**src/rtl/lnr_ram.sv**
```systemverilog
// ---------------------------------------------------------------------------
// lnr_ram - generic single-port-write, single-port-read RAM
// One write and one registered read per cycle.
// ---------------------------------------------------------------------------
module lnr_ram #(
	parameter int WIDTH = 8,
	parameter int DEPTH = 16
) (
	input  logic                     clk,
	input  logic                     we,
	input  logic [$clog2(DEPTH)-1:0] waddr,
	input  logic [WIDTH-1:0]         wdata,
	input  logic                     re,
	input  logic [$clog2(DEPTH)-1:0] raddr,
	output logic [WIDTH-1:0]         rdata
);

	logic [WIDTH-1:0] mem [DEPTH];

	// write port and registered read port
	always_ff @(posedge clk) begin
		if (we) begin
			mem[waddr] <= wdata;
		end
		if (re) begin
			rdata <= mem[raddr];
		end
	end

endmodule

```
**config.mk**
```make
export PLATFORM = sky130hd
export DESIGN_NAME = lnr_ram
export DESIGN_NICKNAME = d
export VERILOG_FILES = /design/src/rtl/lnr_ram.sv
export SDC_FILE = /design/constraint.sdc
export NUM_CORES = 1
export LEC_CHECK = 0
export BUFFER_PORTS_ARGS = -buffer_cell sky130_fd_sc_hd__buf_4
export CAP_MARGIN = 0
export CORE_MARGIN = 2
export CORE_UTILIZATION = 45
export CTS_BUF_LIST = sky130_fd_sc_hd__clkbuf_16
export DETAILED_ROUTE_END_ITERATION = 10
export SYNTH_ARGS = -nofsm -noshare
export SYNTH_HDL_FRONTEND = slang
export SYNTH_SLANG_ARGS = --single-unit
```
**constraint.sdc**
```tcl
create_clock -name clk -period 2.6 [get_ports clk]
set_clock_uncertainty 0.15 [all_clocks]
set_input_delay 0.39 -clock clk [delete_from_list [all_inputs] [get_ports clk]]
set_output_delay 0.39 -clock clk [all_outputs]
set_load 0.01 [all_outputs]
```
* Word-level counts from Yosys, hierarchy flattened *
Memory sizes are Yosys's and may differ from the RTL's. A register that Yosys moved wholly into a read port is not among the register bits.
Index checks and enable logic that the tools add are counted.

storage, ports and cells
  output and inout port bits = 8
  bits in writable memories = 128
  flip-flop bits (word level) = 0
  logic and storage cells = 3
  memories kept = 1

memory list
  memory  depth  width  rd ports  clocked after Yosys merged registers in  wr ports  line  source
  mem     16     8      1         1                                        1         18    logic [WIDTH-1:0] mem [DEPTH];

operators by class
  mux-type cells = 2

operators by type and width
  operator  number
  $mux W1   2

* Longest topological paths before layout *
  word-level depth = 2
  mapped depth = 5

* Worst setup path after synthesis *
OpenSTA, ideal clock, no wires.

  path kind = in2reg
  from = input port waddr[2]
  to = memory mem[0][0], enable pin
  buffers on the path = 0
  required time = 2067 ps
  setup slack = 567 ps
  arrival time = 1500 ps
  cell stages on the path = 2
  path through = or3b_2 -> nor3_1

RTL lines
  what                line  source
  start: declaration  11    input logic [$clog2(DEPTH)-1:0] waddr,
  end: declaration    18

Straight into the memory's write port.

==> reports/qor.csv <==
metric;value;unit
gate count of the mapped netlist;229;
FF+latch count, synth;136;
Setup Viol. Count Final;0;
# rows;39;
Static Leakage;0.00215;uW
DP HPWL;5.90;mm
Slew headroom;70.0;%
CP Class;in2reg;
reg-to-reg endpoint;rdata[0];
via count;2419;
post-cts sizing count;0;
Mapped Nets;248;
largest net degree at the start of global routing;33;
critical path endpoint category;register;
worst stage delay on the critical path;550;ps
CORE AREA;11400;um2
Die Ht;112;um
crit path from;raddr[0];
residual DRC count;0;
Tcrit/Tclk final;66.4;%
clock slew at reported path FFs;60;ps
Final nets;303;
TritonCTS Buffers;17;
Area contributors post-synth;edfxtp_1, mux4_2, mux4_1;
maximum VDD drop;441;uV
clk root buf;clkbuf_16;
worst-path maximum fanout;17;
Max Slew Vio Count;0;
ANT cells;0;
TritonCTS clock tree;built;
maximum clock rate;580;MHz
GR Layer Usage met3;3.92;%
vias in the first global route;2450;
die width;112;um
sequential area share after synthesis;78.1;%
status;complete, no violations;
setup TNS;0;ps
Overall Global Routing Usage;16.3;%
DRT Pass-1 Iters;4;
syn_area_per_cell;22.8;um2
Sink Count;136;
post-synth cell types;18;
RSZ-0062 raised after global routing;no;
grt ovf;0;
ANT nets after route;0;
most frequent CP cell;buf_4;
Die ar.;12500;um2
GP Congestion;0.727;
minimum clock period after layout;1730;ps
Layout area overhead;21.1;%
setup bufs post-CTS;0;
Clk Latency, worst-skew pair;410;ps
via-per-instance ratio;5.50;
Reg-to-Reg Start;mem[1][0];
reg2reg setup slack;920;ps
CP max stage cell;mux4_1;
critical path data arrival time;1740;ps
Hold Path Class;in2reg;
MaxCap Viol Count;0;
first-pass GRT wire length;14.4;mm
Worst Setup EP;rdata[5];
Detailed Route WL;9.43;mm
PwrDens;834;nW/um2
Worst Reg-to-Reg Cells;3;
# H-tree levels;4;
Ys Warns;0;
global routing usage on met1;22.5;%
GR Layer Usage met2;25.1;%
Worst Max-Slew Pin Slew;450;ps
Worst setup SP type;input pin;
cell taking the most area after synthesis;edfxtp_1;
Starting Density;46.0;%
endpoints failing hold;0;
crit-path cells;buf_4, buf_4, mux4_1, a22oi_1, nand2_1;
Syn Std Cell Area;5230;um2
Detailed Route Iter0 Violations;226;
number of port buffers;26;
grt peak-use layer;met2;
final hold slack;139;ps
# IOs;27;
share of cells above drive strength 1;32.7;%
Routed wire per std cell;21.4;um
initial antenna violation count;0;
Max clock buf depth;2;
top-area cell type share of the netlist area;78.1;%
required time worst endpoint;2610;ps
# hold bufs at CTS;0;
-- report_power, final --
part / leakage, uW / internal [uW] / switching, uW
Sequential: 0.00124 / 2470 / 13.0
Combinational: 0.000606 / 109 / 127
Clock: 0.000305 / 1700 / 856
Total: 0.00215 / 4280 / 996
-- cells by family after synthesis --
| family | after synthesis | synth area share [%] |
|---|---|---|
| AO/OA/AOI/OAI | 16 | 2.30 |
| buffers and inverters | 10 | 1.65 |
| AND/OR/NAND/NOR | 35 | 3.14 |
| multiplexers | 32 | 14.8 |
| flip-flops | 136 | 78.1 |
-- per-stage QoR --
stage	total power, uW	util, %	std cells	worst slack, ps	cell area [um2]
after global routing	5450	55.7	440	777	6330
after floorplan	2660	-	229	567	5230
after detailed placement	2770	49.9	408	414	5680
final	5280	55.7	440	875	6330
after global placement	2770	49.9	408	428	5680
after CTS	5330	55.7	440	847	6330
-- routing by layer --
layer / routed length (um) / share of wire [%]
met2: 4670 / 50
met5: 0 / 0
met4: 80 / 0.85
met3: 525 / 5.6
met1: 4150 / 44
-- Yosys cell counts --
| master | instances |
|---|---|
| clkdlybuf4s25_2 | 3 |
| or3b_2 | 1 |
| nor3_1 | 4 |
| nand2b_1 | 2 |
| buf_6 | 3 |
| buf_2 | 3 |
| buf_4 | 1 |
| mux4_1 | 14 |
| and2_1 | 1 |
| nor2_1 | 13 |
| and2b_1 | 1 |
| edfxtp_1 | 136 |
| nand2_1 | 9 |
| nor2b_1 | 1 |
| nand3_1 | 1 |
| a22oi_1 | 16 |
| mux4_2 | 18 |
| nand3b_1 | 2 |
-- worst min path at each step --
stage	depth (start not counted)	endpoint	from
finish	1	mem[9][3]	wdata[3]
CTS	1	rdata[1]	re
global route	1	rdata[1]	re
global placement	1	mem[4][4]	wdata[4]
floorplan	0	mem[0][0]	wdata[0]
detailed placement	1	rdata[3]	re
-- flip-flops by register name, summed over array words and instances, names as in the netlist --
signal  cells
mem       128
rdata       8
-- worst max-delay path, delay by kind of cell --
family          cells  cell delay [ps]
mux                 1              550
simple gates        1               70
compound gates      1              180
buf+inv             2              530
-- layout make-up --
type | count | area, um2
clock buffers | 17 | 425
clock inverters | 15 | 225
fillers | 831 | 5040
multi-input cells | 83 | 1060
flip-flops and latches | 136 | 4080
well taps | 143 | 179
repair buffers | 46 | 358
-- placed cells by master, fill, tap and decap left out, drive strengths merged, types with 2 or more instances in the layout --
| master | instances |
|---|---|
| edfxtp | 136 |
| buf | 46 |
| mux4 | 32 |
| clkbuf | 17 |
| a22oi | 16 |
| nor2 | 13 |
| nand2 | 9 |
| bufinv | 5 |
| clkinv | 5 |
| nor3 | 4 |
| clkinvlp | 4 |
| nand3b | 2 |
| nand2b | 2 |
Power figures use the tool's default switching activity.
