--- src/rtl/lnr_pkg.sv ---
// ---------------------------------------------------------------------------
// lnr_pkg - shared definitions for the layer normalization row block
// Widths, fixed-point constants, state codes and unit request/response types.
// ---------------------------------------------------------------------------
package lnr_pkg;

	localparam int MAX_FEATURES = 64;
	localparam int DATA_WIDTH   = 16;
	localparam int AW           = (MAX_FEATURES > 1) ? $clog2(MAX_FEATURES) : 1;
	localparam int CW           = $clog2(MAX_FEATURES + 1);
	localparam int EPS_W        = 16;

	// row sum, deviation n*x - S and its magnitude
	localparam int SUM_W  = DATA_WIDTH + CW;
	localparam int DEV_W  = DATA_WIDTH + CW + 1;
	localparam int MAG_W  = DEV_W - 1;
	localparam int SQ_W   = 2 * MAG_W;
	localparam int SSQ_W  = SQ_W + CW;
	localparam int N2_W   = 2 * CW;
	localparam int N3_W   = 3 * CW;

	// shared divider
	localparam int NUM_W  = SSQ_W;
	localparam int DEN_W  = 32;
	localparam int IT_W   = $clog2(NUM_W + 1);

	// variance, root and reciprocal
	localparam int V_W    = 32;
	localparam int RAD_W  = 2 * V_W;
	localparam int ROOT_W = V_W;
	localparam int INV_W  = 33;
	localparam int INV_LO = 17;
	localparam int INV_ITERS = 49;

	// per-element scaling
	localparam int P_W    = MAG_W + INV_W;
	localparam int T_W    = P_W + 1 - 24;
	localparam int NORM_W = 26;
	localparam int PROD_W = NORM_W + DATA_WIDTH;
	localparam int Y_W    = PROD_W + 1;

	localparam logic signed [DATA_WIDTH-1:0] Q88_ONE = DATA_WIDTH'(256);
	localparam logic signed [Y_W-1:0] SAT_HI = Y_W'((64'sd1 <<< (DATA_WIDTH - 1)) - 1);
	localparam logic signed [Y_W-1:0] SAT_LO = -SAT_HI - Y_W'(1);

	// configuration register indexes
	localparam logic [1:0] CFG_EPSILON    = 2'd0;
	localparam logic [1:0] CFG_USE_WEIGHT = 2'd1;
	localparam logic [1:0] CFG_USE_BIAS   = 2'd2;

	typedef enum logic [12:0] {
		S_LOAD  = 13'b0000000000001,
		S_VAR   = 13'b0000000000010,
		S_VDIV  = 13'b0000000000100,
		S_SQRT  = 13'b0000000001000,
		S_IDIV  = 13'b0000000010000,
		S_RD    = 13'b0000000100000,
		S_DEV   = 13'b0000001000000,
		S_MLO   = 13'b0000010000000,
		S_MHI   = 13'b0000100000000,
		S_EDIV  = 13'b0001000000000,
		S_EWAIT = 13'b0010000000000,
		S_SCALE = 13'b0100000000000,
		S_EMIT  = 13'b1000000000000
	} state_t;

	typedef struct packed {
		logic             start;
		logic [NUM_W-1:0] num;
		logic [DEN_W-1:0] den;
		logic [IT_W-1:0]  iters;
	} div_req_t;

	typedef struct packed {
		logic             busy;
		logic             done;
		logic [NUM_W-1:0] quot;
	} div_rsp_t;

	typedef struct packed {
		logic             start;
		logic [RAD_W-1:0] radicand;
	} sqrt_req_t;

	typedef struct packed {
		logic              busy;
		logic              done;
		logic [ROOT_W-1:0] root;
	} sqrt_rsp_t;

	// deviation of one element scaled by n: n*x - S
	function automatic logic signed [DEV_W-1:0] dev_of(
		input logic [CW-1:0]                n,
		input logic signed [DATA_WIDTH-1:0] x,
		input logic signed [SUM_W-1:0]      s
	);
		logic signed [DEV_W-1:0] n_w;
		logic signed [DEV_W-1:0] x_w;
		logic signed [DEV_W-1:0] s_w;
		n_w = DEV_W'({1'b0, n});
		x_w = DEV_W'(x);
		s_w = DEV_W'(s);
		return n_w * x_w - s_w;
	endfunction

	function automatic logic [MAG_W-1:0] mag_of(input logic signed [DEV_W-1:0] d);
		logic signed [DEV_W-1:0] a;
		a = d[DEV_W-1] ? -d : d;
		return a[MAG_W-1:0];
	endfunction

endpackage

--- src/rtl/lnr_isqrt.sv ---
// ---------------------------------------------------------------------------
// lnr_isqrt - integer square root, one root bit per cycle
// Digit-by-digit method over two radicand bits a step.
// ---------------------------------------------------------------------------
module lnr_isqrt (
	input  logic               clk,
	input  logic               arst_n,
	input  lnr_pkg::sqrt_req_t req,
	output lnr_pkg::sqrt_rsp_t rsp
);

	localparam int RW = lnr_pkg::ROOT_W + 2;
	localparam int KW = $clog2(lnr_pkg::ROOT_W + 1);

	logic [lnr_pkg::RAD_W-1:0]  rad_q;
	logic [RW-1:0]              rem_q;
	logic [lnr_pkg::ROOT_W-1:0] root_q;
	logic [KW-1:0]              cnt_q;
	logic                       busy_q;
	logic                       done_q;
	logic [RW-1:0]              rem_sh;
	logic [RW-1:0]              trial;
	logic                       fits;

	// bring down two bits and try root*4+1
	always_comb begin
		rem_sh = {rem_q[RW-3:0], rad_q[lnr_pkg::RAD_W-1 -: 2]};
		trial  = {root_q, 2'b01};
		fits   = rem_sh >= trial;
	end

	// control
	always_ff @(posedge clk or negedge arst_n) begin
		if (!arst_n) begin
			busy_q <= 1'b0;
			done_q <= 1'b0;
			cnt_q  <= '0;
		end else begin
			done_q <= 1'b0;
			if (req.start) begin
				busy_q <= 1'b1;
				cnt_q  <= KW'(lnr_pkg::ROOT_W);
			end else if (busy_q) begin
				cnt_q <= cnt_q - KW'(1);
				if (cnt_q == KW'(1)) begin
					busy_q <= 1'b0;
					done_q <= 1'b1;
				end
			end
		end
	end

	// datapath
	always_ff @(posedge clk) begin
		if (req.start) begin
			rad_q  <= req.radicand;
			rem_q  <= '0;
			root_q <= '0;
		end else if (busy_q) begin
			rad_q  <= {rad_q[lnr_pkg::RAD_W-3:0], 2'b00};
			rem_q  <= fits ? rem_sh - trial : rem_sh;
			root_q <= {root_q[lnr_pkg::ROOT_W-2:0], fits};
		end
	end

	assign rsp.busy = busy_q;
	assign rsp.done = done_q;
	assign rsp.root = root_q;

endmodule
--- config.mk ---
export PLATFORM = sky130hd
export DESIGN_NAME = lnr_isqrt
export DESIGN_NICKNAME = d
export VERILOG_FILES = /design/src/rtl/lnr_pkg.sv /design/src/rtl/lnr_isqrt.sv
export SDC_FILE = /design/constraint.sdc
export NUM_CORES = 1
export LEC_CHECK = 0
export ABC_CLOCK_PERIOD_IN_PS = 3700
export BUFFER_PORTS_ARGS = -buffer_cell sky130_fd_sc_hd__buf_2
export CAP_MARGIN = 20
export CORE_MARGIN = 2
export CORE_UTILIZATION = 58
export DETAILED_ROUTE_END_ITERATION = 8
export HOLD_SLACK_MARGIN = 0.05
export PLACE_DENSITY = 0.8
export SLEW_MARGIN = 5
export SYNTH_ARGS = -nofsm -noshare
export SYNTH_HDL_FRONTEND = slang
export SYNTH_SLANG_ARGS = --single-unit
--- constraint.sdc ---
create_clock -name clk -period 3.7 [get_ports clk]
set_clock_uncertainty 0.15 [all_clocks]
set_input_delay 0.74 -clock clk [delete_from_list [all_inputs] [get_ports clk]]
set_output_delay 0.74 -clock clk [all_outputs]
set_load 0.005 [all_outputs]
# Yosys cells after proc, flatten, opt, wreduce, memory -nomap -nowiden
# Index checks and enable logic that the tools add are counted.
# W data, S select, Z words.
dict set report word_totals {
  register_bits 136
  latchBits 0
  mem_bits_rw 0
  rom_bits 0
  in_bits 67
  output_inout_bits 34
  word_cells 22
  mem_count 0
}
dict set report op_classes {
  add_sub_neg 2
  n_mul 0
  div_mod_pow 0
  n_lt_le_gt_ge 1
  eq_ne 1
  shift 0
  muxes 11
  bitwise_logic 0
  reduce_logical 1
}
# operator count
set ops {}
lappend ops {{$mux W64} 2}
lappend ops {{$ge A34 B34 Y1} 1}
lappend ops {{$mux W32} 1}
lappend ops {{$sub A32 B32 Y32} 1}
lappend ops {{$mux W6} 2}
lappend ops {{$eq A6 B1 Y1 const B} 1}
lappend ops {{$mux W1} 6}
lappend ops {{$sub A6 B1 Y6 const B} 1}
lappend ops {{$reduce_bool A2 Y1} 1}

# Longest topological paths before layout
dict set report logic_depth {
  word_depth 4
  mapped_depth 12
  depth_no_buf 10
}

# Least setup slack after synthesis
# Ideal clock, no wire load.
dict set report synth_path {
  path_kind {input-to-reg}
  from {input port req[64] (netlist bit)}
  to {register rad_q[0] (netlist bit) (enable)}
  setup_time_ns 0.418
  arrival_time_ns 2.595
  required_time_ns 3.132
  path_slack_ns 0.537
  cell_stages 4
  n_path_buf 2
  cell_sequence {clkbuf_1 clkbuf_1 nor2_1 inv_1}
}
dict set report synth_between {
  elab_chain_len 1
}
# element line_no
set synth_lines {}
lappend synth_lines {{start: declaration} lnr_isqrt.sv:8} ;# input lnr_pkg::sqrt_req_t req,
lappend synth_lines {{$reduce_bool A2 Y1 (no line)} -}
lappend synth_lines {{end signal: assignment} lnr_isqrt.sv:56} ;# rad_q <= req.radicand;
lappend synth_lines {{end signal: assignment} lnr_isqrt.sv:60} ;# rad_q <= {rad_q[lnr_pkg::RAD_W-3:0], 2'b00};
lappend synth_lines {{end: declaration} lnr_isqrt.sv:15} ;# logic [lnr_pkg::RAD_W-1:0] rad_q;
# Every way passes these cells.
# A chain may end at the register's enable or synchronous reset.

# Worst setup path in the final report
dict set report layout_path {
  from {register root_q[2] (netlist bit)}
  to {register rem_q[28]}
}
dict set report layout_between {
  elab_chain_len 2
  word_cells_on_any_way 3
  cone_classes {1 x add/sub; 1 x order compare; 1 x mux}
}
# element line_no
set layout_lines {}
lappend layout_lines {{start: declaration} lnr_isqrt.sv:17} ;# logic [lnr_pkg::ROOT_W-1:0] root_q;
lappend layout_lines {{start signal: assignment} lnr_isqrt.sv:62} ;# root_q <= {root_q[lnr_pkg::ROOT_W-2:0], fits};
lappend layout_lines {{$sub A32 B32 Y32 / $ge A34 B34 Y1 (equally long branches)} {lnr_isqrt.sv:61, lnr_isqrt.sv:29}}
lappend layout_lines {{$mux W32 *} lnr_isqrt.sv:61} ;# rem_q <= fits ? rem_sh - trial : rem_sh;
lappend layout_lines {{end signal: assignment} lnr_isqrt.sv:61}
lappend layout_lines {{end: declaration} lnr_isqrt.sv:16} ;# logic [RW-1:0] rem_q;
# Mark *: on every way between the ends. The rest lies on a longest branch, timed or not.

==> key figures <==
Run status
  – Status: finished, final reports clean

STA
  – Hold Slack: around 0.35 ns
  – Hold Vio Cnt, Final: 0
  – Setup TNS: 0 ns
  – Least-Margin Pin Slew: around 1.0 ns
  – RSZ-0062 raised after global routing: no
  – Slew headroom: 0.313
  – Final period util: 0.905
  – Achievable clock frequency: roughly 300 MHz
  – Fin. max-slew vios: 0
  – Final setup fails: 0
  – Post-route minimum period: 3.35 ns

Placement
  – Hpwl dp: between 10000 and 15000 um
  – Placed cell areas: a little over 8000 um^2
  – Port buffer count: 100
  – RD Place Congestion: 0.914

CTS
  – Sink Count: ~140
  – Maximum root-to-sink buffer count: 2
  – Root buf cell: clkbuf_16
  – TritonCTS clock tree: built
  – Post-CTS setup buffer count: 0
  – Clock-pin slew on the worst setup and hold paths: ~0.060 ns
  – Number of CTS-inserted buffers: 17
  – H-tree lvl count: 4
  – Clk_lat worst skew: between 0.4 and 0.5 ns

Floorplan
  – # IOs: 101
  – Die ar.: 13900 um^2
  – Core region area: 12600 um^2
  – Die H: about 120 um
  – Row count: 41
  – Initial core utilization: 0.594
  – Die Wd: approximately 120 um

Pwr
  – Cell area power density: 798 nW/um^2
  – Leakage: between 3 and 4 nW
  – Design Power: 0.00698 W
  – Worst vdd ir: about 0.00047 V

Global route
  – Total GRT Usage: 0.233
  – First-pass GRT wire length: around 26000 um
  – Initial antenna violation count: 1
  – GRT overflow: 0
  – Largest net degree at the start of global routing: 138
  – Vias in the first global route: ~5.7k

Critical path
  – Critical Path, Cell by Cell: inv_1 > ha_1 > a21o_1 > a21oi_1 > a2111oi_4 > nor4_1 > nor3_1 > a211oi_1 > mux2_1 > a311oi_1
  – Crit path kind: flop to flop
  – WP buf/inv: 1
  – CP Launch Type: flop
  – Critical Path AT: between 3 and 4 ns
  – Slowest stage delay, CP: ~0.52 ns
  – Worst-path fanout max: 5
  – Top Family by Delay on Critical Path: compound AO/OA/AOI/OAI gates
  – Worst Path Required: 3.87 ns
  – Nature of the critical path endpoint: flop
  – Slowest-stage cell, CP: nor4_1

Synth
  – Yosys warns: 0
  – Post-synth top flop: edfxtp_1
  – Synthesized area: 7500 um^2
  – Yosys cell types: 62
  – Seq cells post-synth: between 100 and 150
  – Cells after synthesis: 747
  – Avg Synthesized Cell Area: roughly 10 um^2
  – Post-synth EDFFs: 64
  – Ys async rst share: 0.0588
  – Syn nets: 850
  – Register area share after synthesis: 0.454

Cells and area
  – Antenna Cells: 0
  – Layout Utilization: 0.693
  – Area grow syn2layout: 16.6%
  – Final Cell Area: between 8000 and 9000 um^2
  – Commonest non-fill, non-tap cells in the layout: buf_2, nor2_1, nand2_1
  – Final-stage net count: around 940
  – Most common cell after layout, fill and taps aside: buf_2
  – Fraction of layout cells with a size suffix above 1: 0.250

Min path
  – Worst Hold Class: flop to flop

Drt
  – Wirelength per Cell: 15.6 um
  – Pre-antenna DRT Iters: 5
  – Vias per cell: 5.64
  – Via count: around 5.8k
  – Routed wire length: 15900 um
  – # DRC: 0
  – Remaining antenna violation count after routing: 0
  – DRT iter0 DRCs: between 200 and 300

Flow run
  – Max Cap Viol: 0
[state kept, by name, indices dropped and copies added, names as in the netlist]
name    cells
cnt_q       6
rem_q      32
busy_q      1
root_q     32
rad_q      64
done_q      1
[cell type report]
cell class / instances / area (um^2)
clock buffer: 18 / 429
clock inverter: 14 / 173
fill: 995 / 3870
inverter: 42 / 158
multi-input combinational: 528 / 3760
sequential: 136 / 3410
tap: 172 / 215
timing repair buffer: 109 / 598
[Yosys cell counts, types with 18 or more instances]
| cell | instances | area, um^2 |
|---|---|---|
| edfxtp_1 | 64 | 1920 |
| clkbuf_1 | 27 | 101 |
| nor2_1 | 84 | 315 |
| a21oi_1 | 33 | 165 |
| mux2_2 | 62 | 698 |
| nand2_1 | 72 | 270 |
| inv_1 | 42 | 158 |
| o21ai_0 | 18 | 90.1 |
| mux2i_1 | 32 | 320 |
| a311oi_1 | 25 | 219 |
| ha_1 | 36 | 450 |
| dfxtp_1 | 64 | 1280 |
[per-stage QoR]
stage / std cells / setup WS (ns)
2_1_floorplan: 747 / 0.537
3_3_place_gp: 986 / 0.479
3_5_place_dp: 986 / 0.244
4_1_cts: 1019 / 0.252
5_1_grt: 1019 / 0.119
6_report: 1019 / 0.353
[worst min-delay path, cell delays in order, from the launching register on]
cell and delay [ns]:
dfxtp_1 0.33, nand2_1 0.06, a311oi_1 0.07
[cell families after synthesis]
family,after synthesis,share of synthesized area
and+or+nand+nor,233,0.144
AOI/OAI and AO/OA,140,0.132
DFF,136,0.454
muxes,95,0.137
buffers and inverters,83,0.0447
adders and majority gates,36,0.0601
xor gates and xnor gates,24,0.0280
[layer usage]
metal	share of wire	up-vias	track usage
li1	-	2875	-
met1	0.43	2701	0.278
met2	0.48	146	0.381
met3	0.070	30	0.0882
met4	0.020	0	0.0949
met5	0	-	0
[power by group]
part           switching [W]  internal (W)
clock network       0.000673       0.00106
logic                0.00183       0.00139
registers           0.000164       0.00187
total                0.00266       0.00432
[final timing paths]
kind	slack [ns]	startpoint	cells past startpoint	endpoint
setup / recovery	0.35	root_q[2]$_SDFFE_PP0P_	10	rem_q[28]$_SDFFE_PP0P_
hold / removal	0.35	rem_q[14]$_SDFFE_PP0P_	2	rem_q[16]$_SDFFE_PP0P_
setup reg to reg	0.35	root_q[2]$_SDFFE_PP0P_	10	rem_q[28]$_SDFFE_PP0P_
hold reg to reg	0.35	rem_q[14]$_SDFFE_PP0P_	2	rem_q[16]$_SDFFE_PP0P_
max in group asynchronous	2.69	arst_n	2	busy_q$_DFF_PN0_
min in group asynchronous	0.53	arst_n	2	cnt_q[0]$_DFFE_PN0P_
[what timing repair did]
item | 4_1_cts | 5_1_grt
hold buffers | 1 | 0
endpoints found under the hold margin | 8 | 0
setup endpoints to repair | 0 | 1
resized for setup | 0 | 1
(Power assumes the default switching activity.)
