==> src/rtl/lnr_pkg.sv <==
// ---------------------------------------------------------------------------
// lnr_pkg - shared definitions for the layer normalization row block
// Widths, fixed-point constants, state codes and unit request/response types.
// ---------------------------------------------------------------------------
package lnr_pkg;

	localparam int MAX_FEATURES = 64;
	localparam int DATA_WIDTH   = 16;
	localparam int AW           = (MAX_FEATURES > 1) ? $clog2(MAX_FEATURES) : 1;
	localparam int CW           = $clog2(MAX_FEATURES + 1);
	localparam int EPS_W        = 16;

	// row sum, deviation n*x - S and its magnitude
	localparam int SUM_W  = DATA_WIDTH + CW;
	localparam int DEV_W  = DATA_WIDTH + CW + 1;
	localparam int MAG_W  = DEV_W - 1;
	localparam int SQ_W   = 2 * MAG_W;
	localparam int SSQ_W  = SQ_W + CW;
	localparam int N2_W   = 2 * CW;
	localparam int N3_W   = 3 * CW;

	// shared divider
	localparam int NUM_W  = SSQ_W;
	localparam int DEN_W  = 32;
	localparam int IT_W   = $clog2(NUM_W + 1);

	// variance, root and reciprocal
	localparam int V_W    = 32;
	localparam int RAD_W  = 2 * V_W;
	localparam int ROOT_W = V_W;
	localparam int INV_W  = 33;
	localparam int INV_LO = 17;
	localparam int INV_ITERS = 49;

	// per-element scaling
	localparam int P_W    = MAG_W + INV_W;
	localparam int T_W    = P_W + 1 - 24;
	localparam int NORM_W = 26;
	localparam int PROD_W = NORM_W + DATA_WIDTH;
	localparam int Y_W    = PROD_W + 1;

	localparam logic signed [DATA_WIDTH-1:0] Q88_ONE = DATA_WIDTH'(256);
	localparam logic signed [Y_W-1:0] SAT_HI = Y_W'((64'sd1 <<< (DATA_WIDTH - 1)) - 1);
	localparam logic signed [Y_W-1:0] SAT_LO = -SAT_HI - Y_W'(1);

	// configuration register indexes
	localparam logic [1:0] CFG_EPSILON    = 2'd0;
	localparam logic [1:0] CFG_USE_WEIGHT = 2'd1;
	localparam logic [1:0] CFG_USE_BIAS   = 2'd2;

	typedef enum logic [12:0] {
		S_LOAD  = 13'b0000000000001,
		S_VAR   = 13'b0000000000010,
		S_VDIV  = 13'b0000000000100,
		S_SQRT  = 13'b0000000001000,
		S_IDIV  = 13'b0000000010000,
		S_RD    = 13'b0000000100000,
		S_DEV   = 13'b0000001000000,
		S_MLO   = 13'b0000010000000,
		S_MHI   = 13'b0000100000000,
		S_EDIV  = 13'b0001000000000,
		S_EWAIT = 13'b0010000000000,
		S_SCALE = 13'b0100000000000,
		S_EMIT  = 13'b1000000000000
	} state_t;

	typedef struct packed {
		logic             start;
		logic [NUM_W-1:0] num;
		logic [DEN_W-1:0] den;
		logic [IT_W-1:0]  iters;
	} div_req_t;

	typedef struct packed {
		logic             busy;
		logic             done;
		logic [NUM_W-1:0] quot;
	} div_rsp_t;

	typedef struct packed {
		logic             start;
		logic [RAD_W-1:0] radicand;
	} sqrt_req_t;

	typedef struct packed {
		logic              busy;
		logic              done;
		logic [ROOT_W-1:0] root;
	} sqrt_rsp_t;

	// deviation of one element scaled by n: n*x - S
	function automatic logic signed [DEV_W-1:0] dev_of(
		input logic [CW-1:0]                n,
		input logic signed [DATA_WIDTH-1:0] x,
		input logic signed [SUM_W-1:0]      s
	);
		logic signed [DEV_W-1:0] n_w;
		logic signed [DEV_W-1:0] x_w;
		logic signed [DEV_W-1:0] s_w;
		n_w = DEV_W'({1'b0, n});
		x_w = DEV_W'(x);
		s_w = DEV_W'(s);
		return n_w * x_w - s_w;
	endfunction

	function automatic logic [MAG_W-1:0] mag_of(input logic signed [DEV_W-1:0] d);
		logic signed [DEV_W-1:0] a;
		a = d[DEV_W-1] ? -d : d;
		return a[MAG_W-1:0];
	endfunction

endpackage

==> src/rtl/lnr_div.sv <==
// ---------------------------------------------------------------------------
// lnr_div - restoring divider, one quotient bit per cycle
// The numerator is top-aligned by the caller; iters bits are consumed.
// ---------------------------------------------------------------------------
module lnr_div (
	input  logic              clk,
	input  logic              arst_n,
	input  lnr_pkg::div_req_t req,
	output lnr_pkg::div_rsp_t rsp
);

	logic [lnr_pkg::NUM_W-1:0] num_q;
	logic [lnr_pkg::NUM_W-1:0] quo_q;
	logic [lnr_pkg::DEN_W-1:0] den_q;
	logic [lnr_pkg::DEN_W:0]   rem_q;
	logic [lnr_pkg::IT_W-1:0]  cnt_q;
	logic                      busy_q;
	logic                      done_q;
	logic [lnr_pkg::DEN_W:0]   rem_sh;
	logic                      fits;

	// shift one numerator bit into the remainder and trial subtract
	always_comb begin
		rem_sh = {rem_q[lnr_pkg::DEN_W-1:0], num_q[lnr_pkg::NUM_W-1]};
		fits   = rem_sh >= {1'b0, den_q};
	end

	// control
	always_ff @(posedge clk or negedge arst_n) begin
		if (!arst_n) begin
			busy_q <= 1'b0;
			done_q <= 1'b0;
			cnt_q  <= '0;
		end else begin
			done_q <= 1'b0;
			if (req.start) begin
				busy_q <= 1'b1;
				cnt_q  <= req.iters;
			end else if (busy_q) begin
				cnt_q <= cnt_q - lnr_pkg::IT_W'(1);
				if (cnt_q == lnr_pkg::IT_W'(1)) begin
					busy_q <= 1'b0;
					done_q <= 1'b1;
				end
			end
		end
	end

	// datapath
	always_ff @(posedge clk) begin
		if (req.start) begin
			num_q <= req.num;
			den_q <= req.den;
			rem_q <= '0;
			quo_q <= '0;
		end else if (busy_q) begin
			num_q <= {num_q[lnr_pkg::NUM_W-2:0], 1'b0};
			rem_q <= fits ? rem_sh - {1'b0, den_q} : rem_sh;
			quo_q <= {quo_q[lnr_pkg::NUM_W-2:0], fits};
		end
	end

	assign rsp.busy = busy_q;
	assign rsp.done = done_q;
	assign rsp.quot = quo_q;

endmodule

==> config.mk <==
export PLATFORM = sky130hd
export DESIGN_NAME = lnr_div
export DESIGN_NICKNAME = d
export VERILOG_FILES = /design/src/rtl/lnr_pkg.sv /design/src/rtl/lnr_div.sv
export SDC_FILE = /design/constraint.sdc
export NUM_CORES = 1
export LEC_CHECK = 0
export BUFFER_PORTS_ARGS = -buffer_cell sky130_fd_sc_hd__buf_2
export CAP_MARGIN = 0
export CORE_MARGIN = 2
export CORE_UTILIZATION = 30
export CTS_BUF_LIST = sky130_fd_sc_hd__clkbuf_2 sky130_fd_sc_hd__clkbuf_4 sky130_fd_sc_hd__clkbuf_8
export DETAILED_ROUTE_END_ITERATION = 10
export PLACE_DENSITY = 0.47
export SLEW_MARGIN = 10
export SYNTH_ARGS = -nofsm -noshare
export SYNTH_HDL_FRONTEND = slang
export SYNTH_SLANG_ARGS = --single-unit
==> constraint.sdc <==
create_clock -name clk -period 2.7 [get_ports clk]
set_input_delay 0.54 -clock clk [delete_from_list [all_inputs] [get_ports clk]]
set_output_delay 0.54 -clock clk [all_outputs]
set_load 0.01 [all_outputs]
Word-level counts from Yosys, hierarchy flattened:

Index checks and enable logic that the tools add are counted.

* bits in registers: 178
* word-level logic and storage cells: 23

* reductions and logical operators: 1
* add/sub/neg operators: 2
* mux-type cells: 11
* order comparisons: 1
* equality and inequality tests: 1

Operator list (number)
* $mux 53: 2
* $ge 33x32->1: 1
* $mux 32: 1
* $sub 32x32->32: 1
* $mux 6: 2
* $eq 6x1->1 const B: 1
* $mux 1: 6
* $sub 6x1->6 const B: 1
* $reduce_bool 2->1: 1

Longest topological paths before layout:

Gate-level depths: netlist of run 1.

* depth after elaboration: 4
* depth in mapped cells: 13
* depth with buffers taken out: 11

Worst setup path before layout of run 1:

OpenSTA, ideal clock, no wires.

* path type: register to register
* start point: reg den_q[4] in the netlist's numbering
* end point: reg rem_q[24] in the netlist's numbering
* required time: 2.609 ns
* path buffers: 2
* arrival: 2.459 ns
* setup slack: 0.150 ns
* stages on the path, launching flop included: 13
* path through: edfxtp_1 -> inv_1 -> ha_1 -> a21o_1 -> a211o_1 -> o211ai_2 -> a2111oi_4 -> o2111ai_2 -> and2_4 -> buf_4 -> buf_6 -> nand2_1 -> a311oi_1

* word-level cells in the longest chain between the ends: 2
* elaborated cells on any way between the ends: 3

RTL lines
* start: declaration: line lnr_div.sv:14 `logic [lnr_pkg::DEN_W-1:0] den_q;`
* start signal: assignment: line lnr_div.sv:53 `den_q <= req.den;`
* $sub 32x32->32 or $ge 33x32->1 (tied branches): line lnr_div.sv:58, lnr_div.sv:25
* $mux 32 (*): line lnr_div.sv:58 `rem_q <= fits ? rem_sh - {1'b0, den_q} : rem_sh;`
* end signal: assignment: line lnr_div.sv:58
* end: declaration: line lnr_div.sv:15 `logic [lnr_pkg::DEN_W:0] rem_q;`

Every way passes the cells marked *; elsewhere a longest branch is shown, timed or not.
A chain may end at the register's enable or synchronous reset.

Worst setup path after layout of run 1:

* start point: reg den_q[10] in the netlist's numbering
* end point: reg rem_q[6] in the netlist's numbering

* word-level cells in the longest chain between the ends: 2

RTL lines
* $ge 33x32->1: line lnr_div.sv:25 `fits = rem_sh >= {1'b0, den_q};`
* $mux 32: line lnr_div.sv:58

No other way between the ends.

==> results of run 1 <==
-- logic make-up after synthesis --
| kind of cell | after synthesis | share of synthesized area |
|---|---|---|
| buf+inv | 88 | 0.0425 |
| fa+ha+maj | 35 | 0.0506 |
| compound gates | 151 | 0.117 |
| mux | 112 | 0.135 |
| xor+xnor | 28 | 0.0279 |
| flops | 178 | 0.506 |
| simple gates | 241 | 0.120 |
-- power by group through the flow --
stage | clock (W) | combinational, W | sequential, W
6_report | 0.00196 | 0.00443 | 0.00353
2_1_floorplan | 0 | 0.00251 | 0.00347
4_1_cts | 0.00206 | 0.00386 | 0.00351
3_5_place_dp | 0 | 0.00372 | 0.00355
5_1_grt | 0.00215 | 0.00490 | 0.00359
3_3_place_gp | 0 | 0.00373 | 0.00355
-- area by class of cell --
cell class,count,share of cell area
flip-flops and latches,178,0.392
multi-input cells,567,0.388
repair buffers,230,0.127
well taps,384,0.0423
clock buffers,21,0.0236
inverters,41,0.0135
clock inverters,11,0.0124
diodes,2,0.000441
-- layer usage --
metal / track usage / routed length [um]
met4: 0.0399 / 287
met5: 0 / 28
met3: 0.0511 / 1330
met2: 0.233 / 10300
met1: 0.186 / 10100
-- flip-flops by register name (all words and copies together) (netlist names) --
| name | count |
|---|---|
| busy_q | 1 |
| cnt_q | 6 |
| den_q | 32 |
| rem_q | 32 |
| done_q | 1 |
| quo_q | 53 |
| num_q | 53 |
-- worst max-delay path, stage by stage (launching register included) --
cell and delay (ns):
edfxtp_1 0.33, inv_1 0.04, ha_1 0.30, buf_4 0.15, a21o_1 0.13, nor3_1 0.05, buf_4 0.14, a2111oi_4 0.38
o2111ai_2 0.20, and2_4 0.26, or3_4 0.37, a311oi_2 0.24
-- timing repair --
action                                  CTS  global route
hold buffers                              1             0
endpoints found under the setup margin   20            32
setup buffers                             6             7
pin swaps                                10            32
resized for setup                        15            74
hold endpoints to repair                  8             0
gates cloned                              0             1
-- stage by stage --
| stage | std cells | utilization |
|---|---|---|
| global placement | 1386 | 0.359 |
| finish | 1434 | 0.395 |
| global route | 1432 | 0.395 |
| CTS | 1425 | 0.379 |
| detailed placement | 1386 | 0.359 |
| floorplan | 833 | - |
-- cell usage in the layout, fill, tap and decap left out, types with 3 or more instances in the layout --
master    netlist  final
o21ai_0        30     27
buf_6           1      4
a311oi_2        0     10
buf_4           6     72
buf_12          0      3
nand2_2         0      6
o21ai_2         0      3
ha_1           34     19
nand3_1        13     13
xor2_1          8      8
inv_6           0      4
a311oi_1       18      8
dfxtp_1        85     85
a211oi_2        1      4
o211ai_1        4      4
a21oi_2         2     11
nor2_1        101    101
ha_4            0     14
buf_2           9    147
a211oi_1        6      3
xnor2_1        20     20
a21oi_1        40     30
nand3b_1        3      3
mux2_2         53     53
nand2b_1       10      8
nor2b_1         4      3
nor3_1          7      6
edfxtp_1       85     85
nand4_1         9      9
dfrtp_1         8      7
inv_1          40     34
inv_2           1      7
a21o_1         14     14
clkbuf_8        0     18
mux2i_1        59     59
nand2_1        77     71
o31ai_1         4      3
and2_1          3      3
-- worst paths after layout --
path | to | depth (start not counted)
worst max-delay path | rem_q[6] | 11
worst min-delay path | den_q[6] | 1
worst max register to register | rem_q[6] | 11
worst min register to register | rem_q[5] | 2
max in group asynchronous | busy_q | 2
min in group asynchronous | busy_q | 2
==> run summary, run 1 <==
Clock buffer depth: 2
Place WS: -0.0879 ns
Latest clock arrival within the worst-skew pair: 0.48 ns
Ys flop type: edfxtp_1
FF+latch count, synth: 178
Run status: finished, final reports clean
Crit Reg-Reg Startpoint: den_q[10]
Worst slew margin: 0.518
Setup violators final: 0
Residual DRC count: 0
Total Die Area: 0.0307 mm^2
CTS sink cnt: 178
Remaining Overflow, GRT: 0
Switch share: 0.363
Main area contributors after synthesis: edfxtp_1, dfxtp_1, mux2_2
Max cap viols: 0
Final worst-path cycle share: 0.993
Clock root cell: clkbuf_8
Average size of a mapped cell: 10.6 um^2
Vias in the first global route: 6781
Power density cells: 874 mW/mm^2
PortBufs: 148
Mapped Area: 0.00880 mm^2
DRT antenna net count: 0
CP Class: register to register
Comb pwr share: 0.446
Via count: 6701
Starting density of the core: 0.306
Row count: 62
Fill count: 2892
Post-DP HPWL: 15500 um
Register area: 0.00446 mm^2
DRT Wirelength: 22100 um
Critical Path RT: 3.10 ns
Area Overhead vs Synth: 29.1%
Worst setup margin: 0.0201 ns
DR pass1 iterations: 4
Global-route wire length before repair: 35400 um
Minimum clock period: 2.68 ns
Sequential element share of the synthesized area: 0.506
CP startpoint: den_q[10]
Core ar.: 0.0288 mm^2
Clock slew at reported path FFs: 0.11 ns
Yosys cell types: 64
Post-synth EDFFs: 85
Multi-input gate area: 0.00441 mm^2
Max-slew violations: 0
Clock power share: 0.198
Min-delay src: req[12]
Initial DRC Count: 453
Flop pwr share: 0.356
Post-Syn Instances: 833
Gpl congestion: 0.808
Slew at the pin closest to its max-slew limit: 0.723 ns
Kind of end point of the critical path: register
LEAKAGE: 5.12 nW
Initial antenna violation count: 4
Largest area contributor in the netlist: edfxtp_1
Mapped Nets: 962
Top cell type's share of synthesized area: 0.290
CTS tree: done
Io pins: 149
Horizontal die dimension: 175 um
Fin Setup TNS: 0 ns
Net switching power: 0.00360 W
Worst EP arrival: 3.08 ns
Synth cell count leaders: nor2_1, dfxtp_1, edfxtp_1, nand2_1, mux2i_1
HP Class: input port to register
Yosys Warn Count: 0
Design area: 0.0114 mm^2
Internal power: 0.00633 W
Routed len/inst: 15.4 um
Cell area after placement: 0.0103 mm^2
Final Net Count: 1164
GRT Total Usage: 0.146
Worst vdd ir: 0.418 mV
Largest net degree at the start of global routing: 45
Power Total: 0.00992 W
Die Ht: 175 um
Max H-tree Level: 4
Crit path launch type: register
F_max: 373 MHz
Fin. Hold Viols: 0
Unrepaired setup endpoints after global routing: yes
Share of cells above drive strength 1: 0.380
Worst-path fanout max: 6
Cts bufs inserted: 17
Ys async rst share: 0.0449
Reg-to-reg setup timing slack: 0.02 ns
Clock Skew: 0.0269 ns
Min Hold Slack: 0.224 ns
Most common cell in the netlist: nor2_1
Vias per cell: 4.67
(Power assumes the default switching activity.)
==> inputs of run 2 (changes only) <==
--- a/config.mk
+++ b/config.mk
@@ -12,6 +12,7 @@
 export CTS_BUF_LIST = sky130_fd_sc_hd__clkbuf_2 sky130_fd_sc_hd__clkbuf_4 sky130_fd_sc_hd__clkbuf_8
 export DETAILED_ROUTE_END_ITERATION = 10
 export PLACE_DENSITY = 0.47
+export SETUP_SLACK_MARGIN = 0.3
 export SLEW_MARGIN = 10
 export SYNTH_ARGS = -nofsm -noshare
 export SYNTH_HDL_FRONTEND = slang
==> run summary, run 2 (synthesis results as in run 1) <==
Clock Skew: 0.0251 ns
DR pass1 iterations: 4
CP startpoint: den_q[4]
Final Core Density: 0.396
Latest clock arrival within the worst-skew pair: 0.48 ns
Via count: 6755
Slew at the pin closest to its max-slew limit: 0.642 ns
Critical Path, Cell by Cell: inv_2 > ha_4 > a21o_1 > buf_4 > a21oi_4 > a21boi_4 > o41a_1 > a211o_1 > xnor2_1 > nand2b_1 > a311oi_2
Horizontal die dimension: 175 um
Largest regs: num_q: 53 flops, quo_q: 53 flops
DRT antenna net count: 0
HP Class: input port to register
Failing checks: setup timing
Residual DRC count: 0
Initial antenna violation count: 5
Fin Setup TNS: -0.00229 ns
Die Ht: 175 um
CTS sink cnt: 178
Worst slew margin: 0.567
Critical Path RT: 3.08 ns
Worst-path fanout max: 3
Final Net Count: 1168
Commonest cells after routing, fill and taps aside: buf_2, nor2_1, edfxtp_1, dfxtp_1, buf_4
CP Class: register to register
Power density cells: 890 mW/mm^2
Max-slew violations: 0
Post-DP HPWL: 15600 um
Final worst-path cycle share: 1.00
LEAKAGE: 5.16 nW
Worst vdd ir: 0.361 mV
Io pins: 149
Cts bufs inserted: 17
Clock root cell: clkbuf_8
Crit Reg-Reg Startpoint: den_q[4]
Run status: complete, but fails checks
Setup violators final: 1
Routed len/inst: 15.6 um
DRT Wirelength: 22400 um
Clock buffer depth: 2
Kind of end point of the critical path: register
CTS tree: done
Min Hold Slack: 0.219 ns
GRT Total Usage: 0.147
Gpl congestion: 0.807
Worst path top cell family by delay: compound AO/OA/AOI/OAI gates
Initial DRC Count: 380
Crit-path slowest cell: o41a_1
WP buf/inv: 2
Max H-tree Level: 4
PortBufs: 148
Max cap viols: 0
Clock slew at reported path FFs: 0.12 ns
Starting density of the core: 0.306
Share of cells above drive strength 1: 0.378
Min-delay src: req[14]
F_max: 370 MHz
Core ar.: 0.0288 mm^2
Minimum clock period: 2.70 ns
Unrepaired setup endpoints after global routing: yes
Fin. Hold Viols: 0
Vias in the first global route: 6835
Largest net degree at the start of global routing: 48
Remaining Overflow, GRT: 0
Global-route wire length before repair: 35700 um
CP peak stage delay: 0.47 ns
Worst setup margin: -0.00229 ns
Commonest non-fill, non-tap cell in the layout: buf_2
Crit path launch type: register
Worst EP arrival: 3.08 ns
Row count: 62
Area Overhead vs Synth: 29.7%
Total Die Area: 0.0307 mm^2
Vias per cell: 4.69
-- run 2: area by class of cell --
class	instances	area, um^2
timing repair buffer	233	1460
multi-input combinational	568	4390
tap	384	480
antenna	3	7.51
clock inverter	15	214
inverter	41	158
clock buffer	17	234
sequential	178	4460
fill	2881	17400
-- run 2: worst reg2reg max path: cells and delay by family, from the launching register on --
family	cells	cell delay, ns
AOI/OAI and AO/OA	6	1.51
xor gates and xnor gates	1	0.12
adders and majority gates	1	0.19
buffers and inverters	2	0.23
DFF	1	0.40
and+or+nand+nor	1	0.15
-- run 2: per-layer routing --
metal  up-vias  routed length (um)  global-route usage
met3        18                1270              0.0516
met1      3222               10300               0.186
met5         -                  11                   0
met2       124               10500               0.236
met4         2                 285              0.0441
li1       3389                   -                   -
-- run 2: final timing paths --
kind / endpoint / slack [ns] / cells past startpoint
setup reg to reg: rem_q[24] / -0.002 / 11
hold reg to reg: rem_q[12] / 0.48 / 2
setup / recovery: rem_q[24] / -0.002 / 11
min in group asynchronous: cnt_q[4] / 0.43 / 2
hold / removal: den_q[8] / 0.22 / 1
max in group asynchronous: busy_q / 2.08 / 2
-- run 2: report_power, final --
part	internal (W)	leakage (nW)	switching, W
registers	0.00324	1.66	0.000290
logic	0.00219	3.28	0.00233
clock network	0.000962	0.222	0.00114
-- run 2: through the flow --
| step | cells | power (W) | cell area [um^2] | worst slack [ns] |
|---|---|---|---|---|
| after floorplan | 833 | 0.00603 | 8840 | 0.213 |
| after global placement | 1387 | 0.00737 | 10400 | -0.0266 |
| after detailed placement | 1387 | 0.00735 | 10400 | -0.0769 |
| after CTS | 1432 | 0.0100 | 11200 | 0.0346 |
| after global routing | 1437 | 0.0108 | 11400 | -0.136 |
| final | 1439 | 0.0102 | 11400 | -0.00229 |
-- run 2: repair_timing --
action	in CTS	in global routing
pin swaps	38	19
gates resized for setup	62	30
buffers inserted	11	4
hold buffers	1	0
setup endpoints to repair	33	33
endpoints found under the hold margin	8	0
gates cloned	1	0
